## src/sv/bkcf_pkg.sv

```systemverilog
// Shared types, constants and coefficient table for the Battin K continued-fraction block.
package bkcf_pkg;

  localparam int TABLE_LEN = 21;

  localparam logic signed [31:0] W_MAX = 32'sh7FFF_FFFF;
  localparam logic signed [31:0] W_MIN = 32'sh8000_0000;

  localparam logic [1:0] REG_TOLERANCE = 2'd0;
  localparam logic [1:0] REG_MAX_TERMS = 2'd1;

  localparam logic [15:0] TOLERANCE_RESET = 16'd268;
  localparam logic [4:0]  MAX_TERMS_RESET = 5'd20;

  localparam logic [63:0] COEF_NUM [TABLE_LEN] = '{
    64'd1, 64'd4, 64'd8, 64'd2, 64'd22, 64'd208, 64'd340, 64'd418, 64'd598, 64'd700,
    64'd928, 64'd1054, 64'd1330, 64'd1480, 64'd1804, 64'd1978, 64'd2350, 64'd2548,
    64'd2968, 64'd3190, 64'd3658
  };

  localparam logic [63:0] COEF_DEN [TABLE_LEN] = '{
    64'd3, 64'd27, 64'd27, 64'd9, 64'd81, 64'd891, 64'd1287, 64'd1755, 64'd2295,
    64'd2907, 64'd3591, 64'd4347, 64'd5175, 64'd6075, 64'd7047, 64'd8091, 64'd9207,
    64'd10395, 64'd11655, 64'd12987, 64'd14391
  };

  typedef enum logic [3:0] {
    ST_IDLE,
    ST_MUL_CV,
    ST_WAIT_CV,
    ST_MUL_DEL,
    ST_WAIT_DEL,
    ST_CHK_DEN,
    ST_WAIT_RCP,
    ST_SUB_ONE,
    ST_MUL_TERM,
    ST_WAIT_TERM,
    ST_ACCUM,
    ST_DONE
  } bkcf_state_t;

endpackage

```

## src/sv/bkcf_qmul.sv

```systemverilog
// Two-stage fixed-point multiplier with round-half-away and saturation.
module bkcf_qmul
  import bkcf_pkg::*;
#(
  parameter int FRAC_BITS = 28
) (
  input  logic               clk,
  input  logic               rst,
  input  logic               start,
  input  logic signed [31:0] a,
  input  logic signed [31:0] b,
  output logic               done,
  output logic signed [31:0] q
);

  localparam logic [63:0] RND = 64'd1 << (FRAC_BITS - 1);

  logic [31:0] mag_a;
  logic [31:0] mag_b;
  logic [63:0] prod;
  logic        neg;
  logic        stage1;
  logic [63:0] rounded;
  logic signed [31:0] q_next;

  assign mag_a = a[31] ? 32'(-a) : 32'(a);
  assign mag_b = b[31] ? 32'(-b) : 32'(b);

  assign rounded = (prod + RND) >> FRAC_BITS;

  always_comb begin
    if (neg) begin
      if (rounded > 64'h0000_0000_8000_0000) q_next = W_MIN;
      else q_next = 32'(-rounded[31:0]);
    end else begin
      if (rounded > 64'(W_MAX)) q_next = W_MAX;
      else q_next = rounded[31:0];
    end
  end

  always_ff @(posedge clk) begin
    if (rst) begin
      stage1 <= 1'b0;
      done   <= 1'b0;
    end else begin
      stage1 <= start;
      done   <= stage1;
    end
  end

  always_ff @(posedge clk) begin
    prod <= 64'(mag_a) * 64'(mag_b);
    neg  <= a[31] ^ b[31];
    q    <= q_next;
  end

endmodule

```

## src/sv/bkcf_recip.sv

```systemverilog
// Bit-serial restoring reciprocal: 2^(2*FRAC_BITS) / x, truncated and saturated.
module bkcf_recip
  import bkcf_pkg::*;
#(
  parameter int FRAC_BITS = 28
) (
  input  logic               clk,
  input  logic               rst,
  input  logic               start,
  input  logic signed [31:0] x,
  output logic               done,
  output logic signed [31:0] q
);

  localparam int CNT_W = $clog2(2 * FRAC_BITS + 1);
  localparam logic [CNT_W-1:0] CNT_TOP = CNT_W'(2 * FRAC_BITS);

  logic             running;
  logic [CNT_W-1:0] cnt;
  logic [31:0]      m;
  logic [31:0]      r;
  logic [31:0]      quo;
  logic             big;
  logic             neg;

  logic [32:0]      r_sh;
  logic             ge;
  logic [31:0]      r_next;
  logic [31:0]      quo_next;
  logic             big_next;
  logic signed [31:0] q_final;

  assign r_sh     = {r, (cnt == CNT_TOP)};
  assign ge       = r_sh >= {1'b0, m};
  assign r_next   = ge ? 32'(r_sh - {1'b0, m}) : r_sh[31:0];
  assign quo_next = {quo[30:0], ge};
  assign big_next = big | quo[31] | quo[30];

  always_comb begin
    if (neg) q_final = big_next ? W_MIN : 32'(-quo_next);
    else q_final = big_next ? W_MAX : quo_next;
  end

  always_ff @(posedge clk) begin
    if (rst) begin
      running <= 1'b0;
      done    <= 1'b0;
    end else begin
      done <= 1'b0;
      if (start) begin
        running <= 1'b1;
      end else if (running && cnt == '0) begin
        running <= 1'b0;
        done    <= 1'b1;
      end
    end
  end

  always_ff @(posedge clk) begin
    if (start) begin
      m   <= x[31] ? 32'(-x) : 32'(x);
      neg <= x[31];
      r   <= '0;
      quo <= '0;
      big <= 1'b0;
      cnt <= CNT_TOP;
    end else if (running) begin
      r   <= r_next;
      quo <= quo_next;
      big <= big_next;
      cnt <= cnt - 1'b1;
      if (cnt == '0) q <= q_final;
    end
  end

endmodule

```

## src/sv/battin_k_continued_fraction.sv

```systemverilog
// Top level: sequencer and registers for the Battin K continued-fraction evaluator.
//
// Usage: present arg_v with start high while busy is low; that edge accepts the
// transaction and busy rises in the next cycle. The block then evaluates the
// series term by term on one shared multiplier and one bit-serial reciprocal
// unit. Each term runs three multiplies and one reciprocal, plus bookkeeping;
// the reciprocal loop dominates. A new transaction is accepted only once busy
// is low again, after done; a zero denominator ends the transaction before
// its reciprocal is started.
// The result (k_value, terms_used, div_fault) is valid for exactly one cycle
// while done is high; busy drops in the cycle after done. The receiver cannot
// stall, so results must be taken when done is high.
// Configuration: cfg_we writes cfg_data into register cfg_index (0 tolerance,
// 1 max_terms) at the clock edge; write only while busy is low. Unknown indexes
// are ignored.
// Reset (rst, synchronous): returns to idle, tolerance = 268, max_terms = 20.
module battin_k_continued_fraction
  import bkcf_pkg::*;
#(
  parameter int NUM_TERMS = 20,
  parameter int FRAC_BITS = 28
) (
  input  logic               clk,
  input  logic               rst,
  input  logic               start,
  output logic               busy,
  input  logic signed [31:0] arg_v,
  output logic               done,
  output logic signed [31:0] k_value,
  output logic [4:0]         terms_used,
  output logic               div_fault,
  input  logic               cfg_we,
  input  logic [1:0]         cfg_index,
  input  logic [15:0]        cfg_data
);

  localparam logic signed [31:0] ONE =
    (FRAC_BITS >= 31) ? W_MAX : 32'(64'd1 << FRAC_BITS);
  localparam logic [4:0] LIM_MAX = 5'(NUM_TERMS);

  function automatic logic signed [31:0] sat33(input logic signed [32:0] s);
    logic signed [31:0] res;
    if (s > 33'sh0_7FFF_FFFF) res = W_MAX;
    else if (s < -33'sh0_8000_0000) res = W_MIN;
    else res = s[31:0];
    return res;
  endfunction

  logic signed [31:0] coef_rom [TABLE_LEN];

  for (genvar k = 0; k < TABLE_LEN; k++) begin : g_coef
    localparam logic [63:0] QV =
      ((COEF_NUM[k] << FRAC_BITS) + COEF_DEN[k] / 2) / COEF_DEN[k];
    localparam logic [31:0] QS = (QV > 64'(W_MAX)) ? W_MAX : QV[31:0];
    assign coef_rom[k] = QS;
  end

  bkcf_state_t state, state_next;

  logic [15:0]        tolerance;
  logic [4:0]         max_terms;
  logic signed [31:0] v, v_next;
  logic [4:0]         lim, lim_next;
  logic [4:0]         used, used_next;
  logic signed [31:0] sum, sum_next;
  logic signed [31:0] del, del_next;
  logic signed [31:0] term, term_next;
  logic signed [31:0] tmp, tmp_next;
  logic signed [31:0] k_value_next;
  logic [4:0]         terms_used_next;
  logic               div_fault_next;

  logic               mul_start;
  logic signed [31:0] mul_a;
  logic signed [31:0] mul_b;
  logic               mul_done;
  logic signed [31:0] mul_q;
  logic               rcp_start;
  logic               rcp_done;
  logic signed [31:0] rcp_q;

  logic [4:0]         coef_idx;
  logic [31:0]        term_mag;

  assign coef_idx = used + 5'd1;
  assign term_mag = term[31] ? 32'(-term) : 32'(term);
  assign busy     = (state != ST_IDLE);
  assign done     = (state == ST_DONE);

  bkcf_qmul #(.FRAC_BITS(FRAC_BITS)) u_qmul (
    .clk   (clk),
    .rst   (rst),
    .start (mul_start),
    .a     (mul_a),
    .b     (mul_b),
    .done  (mul_done),
    .q     (mul_q)
  );

  bkcf_recip #(.FRAC_BITS(FRAC_BITS)) u_recip (
    .clk   (clk),
    .rst   (rst),
    .start (rcp_start),
    .x     (tmp),
    .done  (rcp_done),
    .q     (rcp_q)
  );

  always_ff @(posedge clk) begin
    if (rst) begin
      state     <= ST_IDLE;
      tolerance <= TOLERANCE_RESET;
      max_terms <= MAX_TERMS_RESET;
    end else begin
      state <= state_next;
      if (cfg_we) begin
        case (cfg_index)
          REG_TOLERANCE: tolerance <= cfg_data;
          REG_MAX_TERMS: max_terms <= cfg_data[4:0];
          default: ;
        endcase
      end
    end
  end

  always_ff @(posedge clk) begin
    v          <= v_next;
    lim        <= lim_next;
    used       <= used_next;
    sum        <= sum_next;
    del        <= del_next;
    term       <= term_next;
    tmp        <= tmp_next;
    k_value    <= k_value_next;
    terms_used <= terms_used_next;
    div_fault  <= div_fault_next;
  end

  always_comb begin
    state_next      = state;
    v_next          = v;
    lim_next        = lim;
    used_next       = used;
    sum_next        = sum;
    del_next        = del;
    term_next       = term;
    tmp_next        = tmp;
    k_value_next    = k_value;
    terms_used_next = terms_used;
    div_fault_next  = div_fault;
    mul_start       = 1'b0;
    mul_a           = '0;
    mul_b           = '0;
    rcp_start       = 1'b0;

    case (state)
      ST_IDLE: begin
        if (start) begin
          v_next    = arg_v;
          used_next = '0;
          sum_next  = coef_rom[0];
          term_next = coef_rom[0];
          del_next  = ONE;
          if (max_terms == '0) lim_next = 5'd1;
          else if (max_terms > LIM_MAX) lim_next = LIM_MAX;
          else lim_next = max_terms;
          state_next = ST_MUL_CV;
        end
      end
      ST_MUL_CV: begin
        mul_start  = 1'b1;
        mul_a      = coef_rom[coef_idx];
        mul_b      = v;
        state_next = ST_WAIT_CV;
      end
      ST_WAIT_CV: begin
        if (mul_done) begin
          tmp_next   = mul_q;
          state_next = ST_MUL_DEL;
        end
      end
      ST_MUL_DEL: begin
        mul_start  = 1'b1;
        mul_a      = tmp;
        mul_b      = del;
        state_next = ST_WAIT_DEL;
      end
      ST_WAIT_DEL: begin
        if (mul_done) begin
          tmp_next   = sat33(33'(ONE) + 33'(mul_q));
          state_next = ST_CHK_DEN;
        end
      end
      ST_CHK_DEN: begin
        used_next = used + 5'd1;
        if (tmp == '0) begin
          k_value_next    = W_MAX;
          terms_used_next = used + 5'd1;
          div_fault_next  = 1'b1;
          state_next      = ST_DONE;
        end else begin
          rcp_start  = 1'b1;
          state_next = ST_WAIT_RCP;
        end
      end
      ST_WAIT_RCP: begin
        if (rcp_done) begin
          del_next   = rcp_q;
          state_next = ST_SUB_ONE;
        end
      end
      ST_SUB_ONE: begin
        tmp_next   = sat33(33'(del) - 33'(ONE));
        state_next = ST_MUL_TERM;
      end
      ST_MUL_TERM: begin
        mul_start  = 1'b1;
        mul_a      = term;
        mul_b      = tmp;
        state_next = ST_WAIT_TERM;
      end
      ST_WAIT_TERM: begin
        if (mul_done) begin
          term_next  = mul_q;
          state_next = ST_ACCUM;
        end
      end
      ST_ACCUM: begin
        sum_next = sat33(33'(sum) + 33'(term));
        if (used >= lim || term_mag <= {16'd0, tolerance}) begin
          k_value_next    = sum_next;
          terms_used_next = used;
          div_fault_next  = 1'b0;
          state_next      = ST_DONE;
        end else begin
          state_next = ST_MUL_CV;
        end
      end
      ST_DONE: begin
        state_next = ST_IDLE;
      end
      default: begin
        state_next = ST_IDLE;
      end
    endcase
  end

  a_accept_busy: assert property (@(posedge clk) disable iff (rst)
    (start && !busy) |=> busy)
    else $error("accepted transaction did not raise busy");

  a_fault_sat: assert property (@(posedge clk) disable iff (rst)
    (done && div_fault) |-> (k_value == W_MAX))
    else $error("zero denominator result not saturated");

  a_terms_range: assert property (@(posedge clk) disable iff (rst)
    done |-> (terms_used != 5'd0 && terms_used <= lim))
    else $error("terms_used out of range");

  a_mul_done_wait: assert property (@(posedge clk) disable iff (rst)
    mul_done |-> (state == ST_WAIT_CV || state == ST_WAIT_DEL || state == ST_WAIT_TERM))
    else $error("multiplier result arrived outside a wait state");

  a_rcp_done_wait: assert property (@(posedge clk) disable iff (rst)
    rcp_done |-> (state == ST_WAIT_RCP))
    else $error("reciprocal result arrived outside its wait state");

endmodule

```

## config.mk

```make
export PLATFORM = sky130hd
export DESIGN_NAME = battin_k_continued_fraction
export DESIGN_NICKNAME = d
export VERILOG_FILES = /design/src/sv/bkcf_pkg.sv /design/src/sv/bkcf_qmul.sv /design/src/sv/bkcf_recip.sv /design/src/sv/battin_k_continued_fraction.sv
export SDC_FILE = /design/constraint.sdc
export NUM_CORES = 2
export LEC_CHECK = 0
export BUFFER_PORTS_ARGS = -buffer_cell sky130_fd_sc_hd__clkbuf_2
export CAP_MARGIN = 0
export CORE_ASPECT_RATIO = 1.2
export CORE_MARGIN = 3
export CORE_UTILIZATION = 40
export CTS_CLUSTER_SIZE = 8
export DETAILED_ROUTE_END_ITERATION = 16
export PLACE_DENSITY = 0.61
export SLEW_MARGIN = 40
export SYNTH_ARGS = -nofsm -noshare
export SYNTH_HDL_FRONTEND = slang
export SYNTH_SLANG_ARGS = --single-unit
```

## constraint.sdc

```tcl
create_clock -name clk -period 23.4 [get_ports clk]
set_input_delay 1.17 -clock clk [delete_from_list [all_inputs] [get_ports clk]]
set_output_delay 1.17 -clock clk [all_outputs]
set_load 0.1 [all_outputs]
```

==> impl_metrics.yaml <==
logic_synthesis:
  synth_cell_type_count: 92
  yosysTopAreaCellShare_pct: 30.26
  yosysTopAreaCell: "fa_1"
  synthTopCellsByArea: "fa_1 30%, edfxtp_1 14%, ha_1 7.7%"
  synth_edf_count: 273
  ys_seq_area_share_pct: 19.55
  syn_avg_cell_area_sq_um: 8.849
  async_reset_ff_share_pct: 0
  synth_top_cells_by_count: "1021 x inv_1, 897 x fa_1, 881 x nor2_1, 694 x nand2_1, 367 x ha_1"
  synth_area_sq_um: 59340
  ys_ff_latch: 443
  ys_warn_count: 0
  synthCells: 6706
  synth.net_count: 8024
  synth.most_common_cell: "inv_1"
  synth_ff_type: "edfxtp_1"
global_routing:
  grt_max_degree: 74
  grt_pass1_vias: 49227
  antenna_found_initial: 2
  grt_first_pass_wirelength_um: 301800
  grt.total_usage_pct: 25.90
  gr-total-overflow: 0
worst_setup_path:
  max_stage_delay_ns: 0.69
  critPathKind: "reg -> reg"
  arrival_ns: 13.99
  worst_setup_path_end_kind: "flop"
  start_kind: "flop"
  reg2reg_to: "u_qmul.prod[59]"
  critPathSlowestCell: "xor2_2"
  reg2reg_from: "used[0]"
  ff2ff_setup_slack_ns: 9.90
  critPathRequiredTime_ns: 23.89
  path_max_fanout: 45
  crit_path_frequent_cell: "fa_1"
  reg2reg_depth: 44
die:
  coreArea_sq_um: 147000
  dieArea_sq_um: 153000
  die_h_um: 427.9
  die_x_um: 357.6
  io_pins: 94
  initial_utilization_pct: 40.36
  rows: 154
sta:
  relSlewSlack_pct: 40.18
  finalHoldViolations: 0
  skew_ns: 0.06126
  setup-tns-final_ns: 0
  slew_viol_final: 0
  finalCritPeriodShare_pct: 57.67
  max_freq_mhz: 74.10
  worst_pin_slew_ns: 0.8972
  rsz0062_at_grt: "no"
  setup_viol: 0
  layout_min_cycle_time_ns: 13.50
finish:
  final_util_pct: 43.96
  syn2layout_area_growth_pct: 8.906
  drive_gt1_share_pct: 7.119
  fin_cells: 8665
  finalNetCount: 7984
worst_hold_path:
  whs_path_depth: 1
  whs_endpoint: "u_qmul.done"
  hold_start: "u_qmul.stage1"
  hp-class: "reg -> reg"
routing:
  wl_um: 198900
  via_per_inst: 5.617
  highest_layer: "met4"
  wl_per_cell_um: 22.96
  wl_met1_um: 76800
  vias: 48671
  firstDrtPassIters: 7
  drc: 0
  dr_wl_met2_um: 92170
  dr_wl_met3_um: 17240
  drtIter0Drc: 4663
  detail-route-antenna-nets: 0
cts:
  clockBufferDepth: 3
  cts_made_buffers: 61
  path_clk_slew_ns: 0.06
  cts_tree: "yes"
  insertion_delay_ns: 0.66
  root_buffer: "clkbuf_16"
  post_cts_buffers: 0
  postCtsHoldBufs: 0
  clkSinkCount: 443
  cts_resized: 0
  htree_levels: 2
run_status:
  status: "finished, final reports clean"
power:
  powerDensity_nw_per_um2: 73.22
  p_leak_nw: 29.11
  peakVddDrop_mv: 0.07390
place:
  placedCellCount: 8553
  io_buffer_count: 93
  gp_congestion: 0.9972
  dp_hpwl_um: 156600
run:
  drv_cap: 0
-- critical path: cells and delay by family, from the launching register on --
| kind | cells | cell delay, ns |
|---|---|---|
| DFF | 1 | 0.31 |
| xor gates and xnor gates | 3 | 1.34 |
| AOI/OAI and AO/OA | 8 | 1.77 |
| adders and majority gates | 11 | 5.03 |
| buffers and inverters | 11 | 2.00 |
| and+or+nand+nor | 11 | 2.84 |
-- worst max-delay path by stage --
stage	startpoint	to
3_3_place_gp	used[0]	u_qmul.prod[59]
3_5_place_dp	used[0]	u_qmul.prod[59]
2_1_floorplan	used[0]	u_qmul.prod[59]
6_report	used[0]	u_qmul.prod[59]
4_1_cts	used[0]	u_qmul.prod[59]
5_1_grt	used[1]	u_qmul.prod[59]
-- flip-flops by register name (all words and copies together), names as in the netlist, 6 cells and up --
register	cells
u_recip.q	32
v	32
tolerance	16
term	32
u_recip.r	32
u_qmul.q	32
u_recip.quo	32
sum	32
tmp	32
u_recip.m	32
del	32
k_value	32
u_recip.cnt	6
u_qmul.prod	37
-- logic make-up (layout without fill, tap and decap cells) --
family                   after synthesis  in the layout  synth area share [%]
buffers and inverters               1374           1382                 8.839
AND/OR/NAND/NOR                     2186           2186                 16.43
multiplexers                          76             76                 1.320
XOR/XNOR                             313            313                 4.670
adder cells (fa/ha/maj)             1264           1264                 38.00
other                                  0              1                     0
flip-flops                           443            443                 19.55
AO/OA/AOI/OAI                       1050           1050                 11.19
-- metrics by stage --
stage          hold slack, ns  setup WS, ns  instance area (sq um)  power [mW]
2_1_floorplan          0.4138         11.98                  59340       2.898
3_3_place_gp           0.4208         10.34                  62540       3.821
3_5_place_dp           0.4306         10.13                  62780       3.863
4_1_cts                0.4440         10.08                  64580       4.722
5_1_grt                0.4577         9.182                  64620       5.068
6_report               0.4509         9.905                  64630       4.732
-- final cells by class --
type	count	area (sq um)
timing repair buffer	244	1642
clock buffer	107	1699
sequential	443	11600
tap	1950	2440
fill	14303	82390
clock inverter	4	95.09
inverter	1027	3855
multi-input combinational	4889	43290
antenna	1	2.502
-- metal layers --
layer | GRT usage [%] | vias to the layer above
met3 | 4.496 | 523
li1 | - | 21598
met4 | 13.45 | 0
met2 | 41.66 | 2184
met5 | 0 | -
met1 | 33.38 | 24366
-- cell usage in the layout (no fill, tap or decap), types with 63 or more instances in the layout --
cell / n
nor2_1: 876
a21oi_1: 273
inv_1: 1021
xnor2_1: 149
o21ai_0: 269
edfxtp_1: 273
ha_1: 367
nand3_1: 89
nand2_1: 694
a21o_1: 87
clkbuf_2: 93
mux2i_1: 67
dfxtp_1: 169
buf_4: 143
nor3_1: 73
fa_1: 897
xor2_1: 98
nand2b_1: 63
-- power by group --
| group | internal, mW | leakage [nW] | switching, mW |
|---|---|---|---|
| registers | 0.964 | 3.94 | 0.143 |
| logic | 0.935 | 24.3 | 1.85 |
| clock network | 0.488 | 0.844 | 0.348 |
| total | 2.39 | 29.1 | 2.34 |
(Power assumes the default switching activity.)
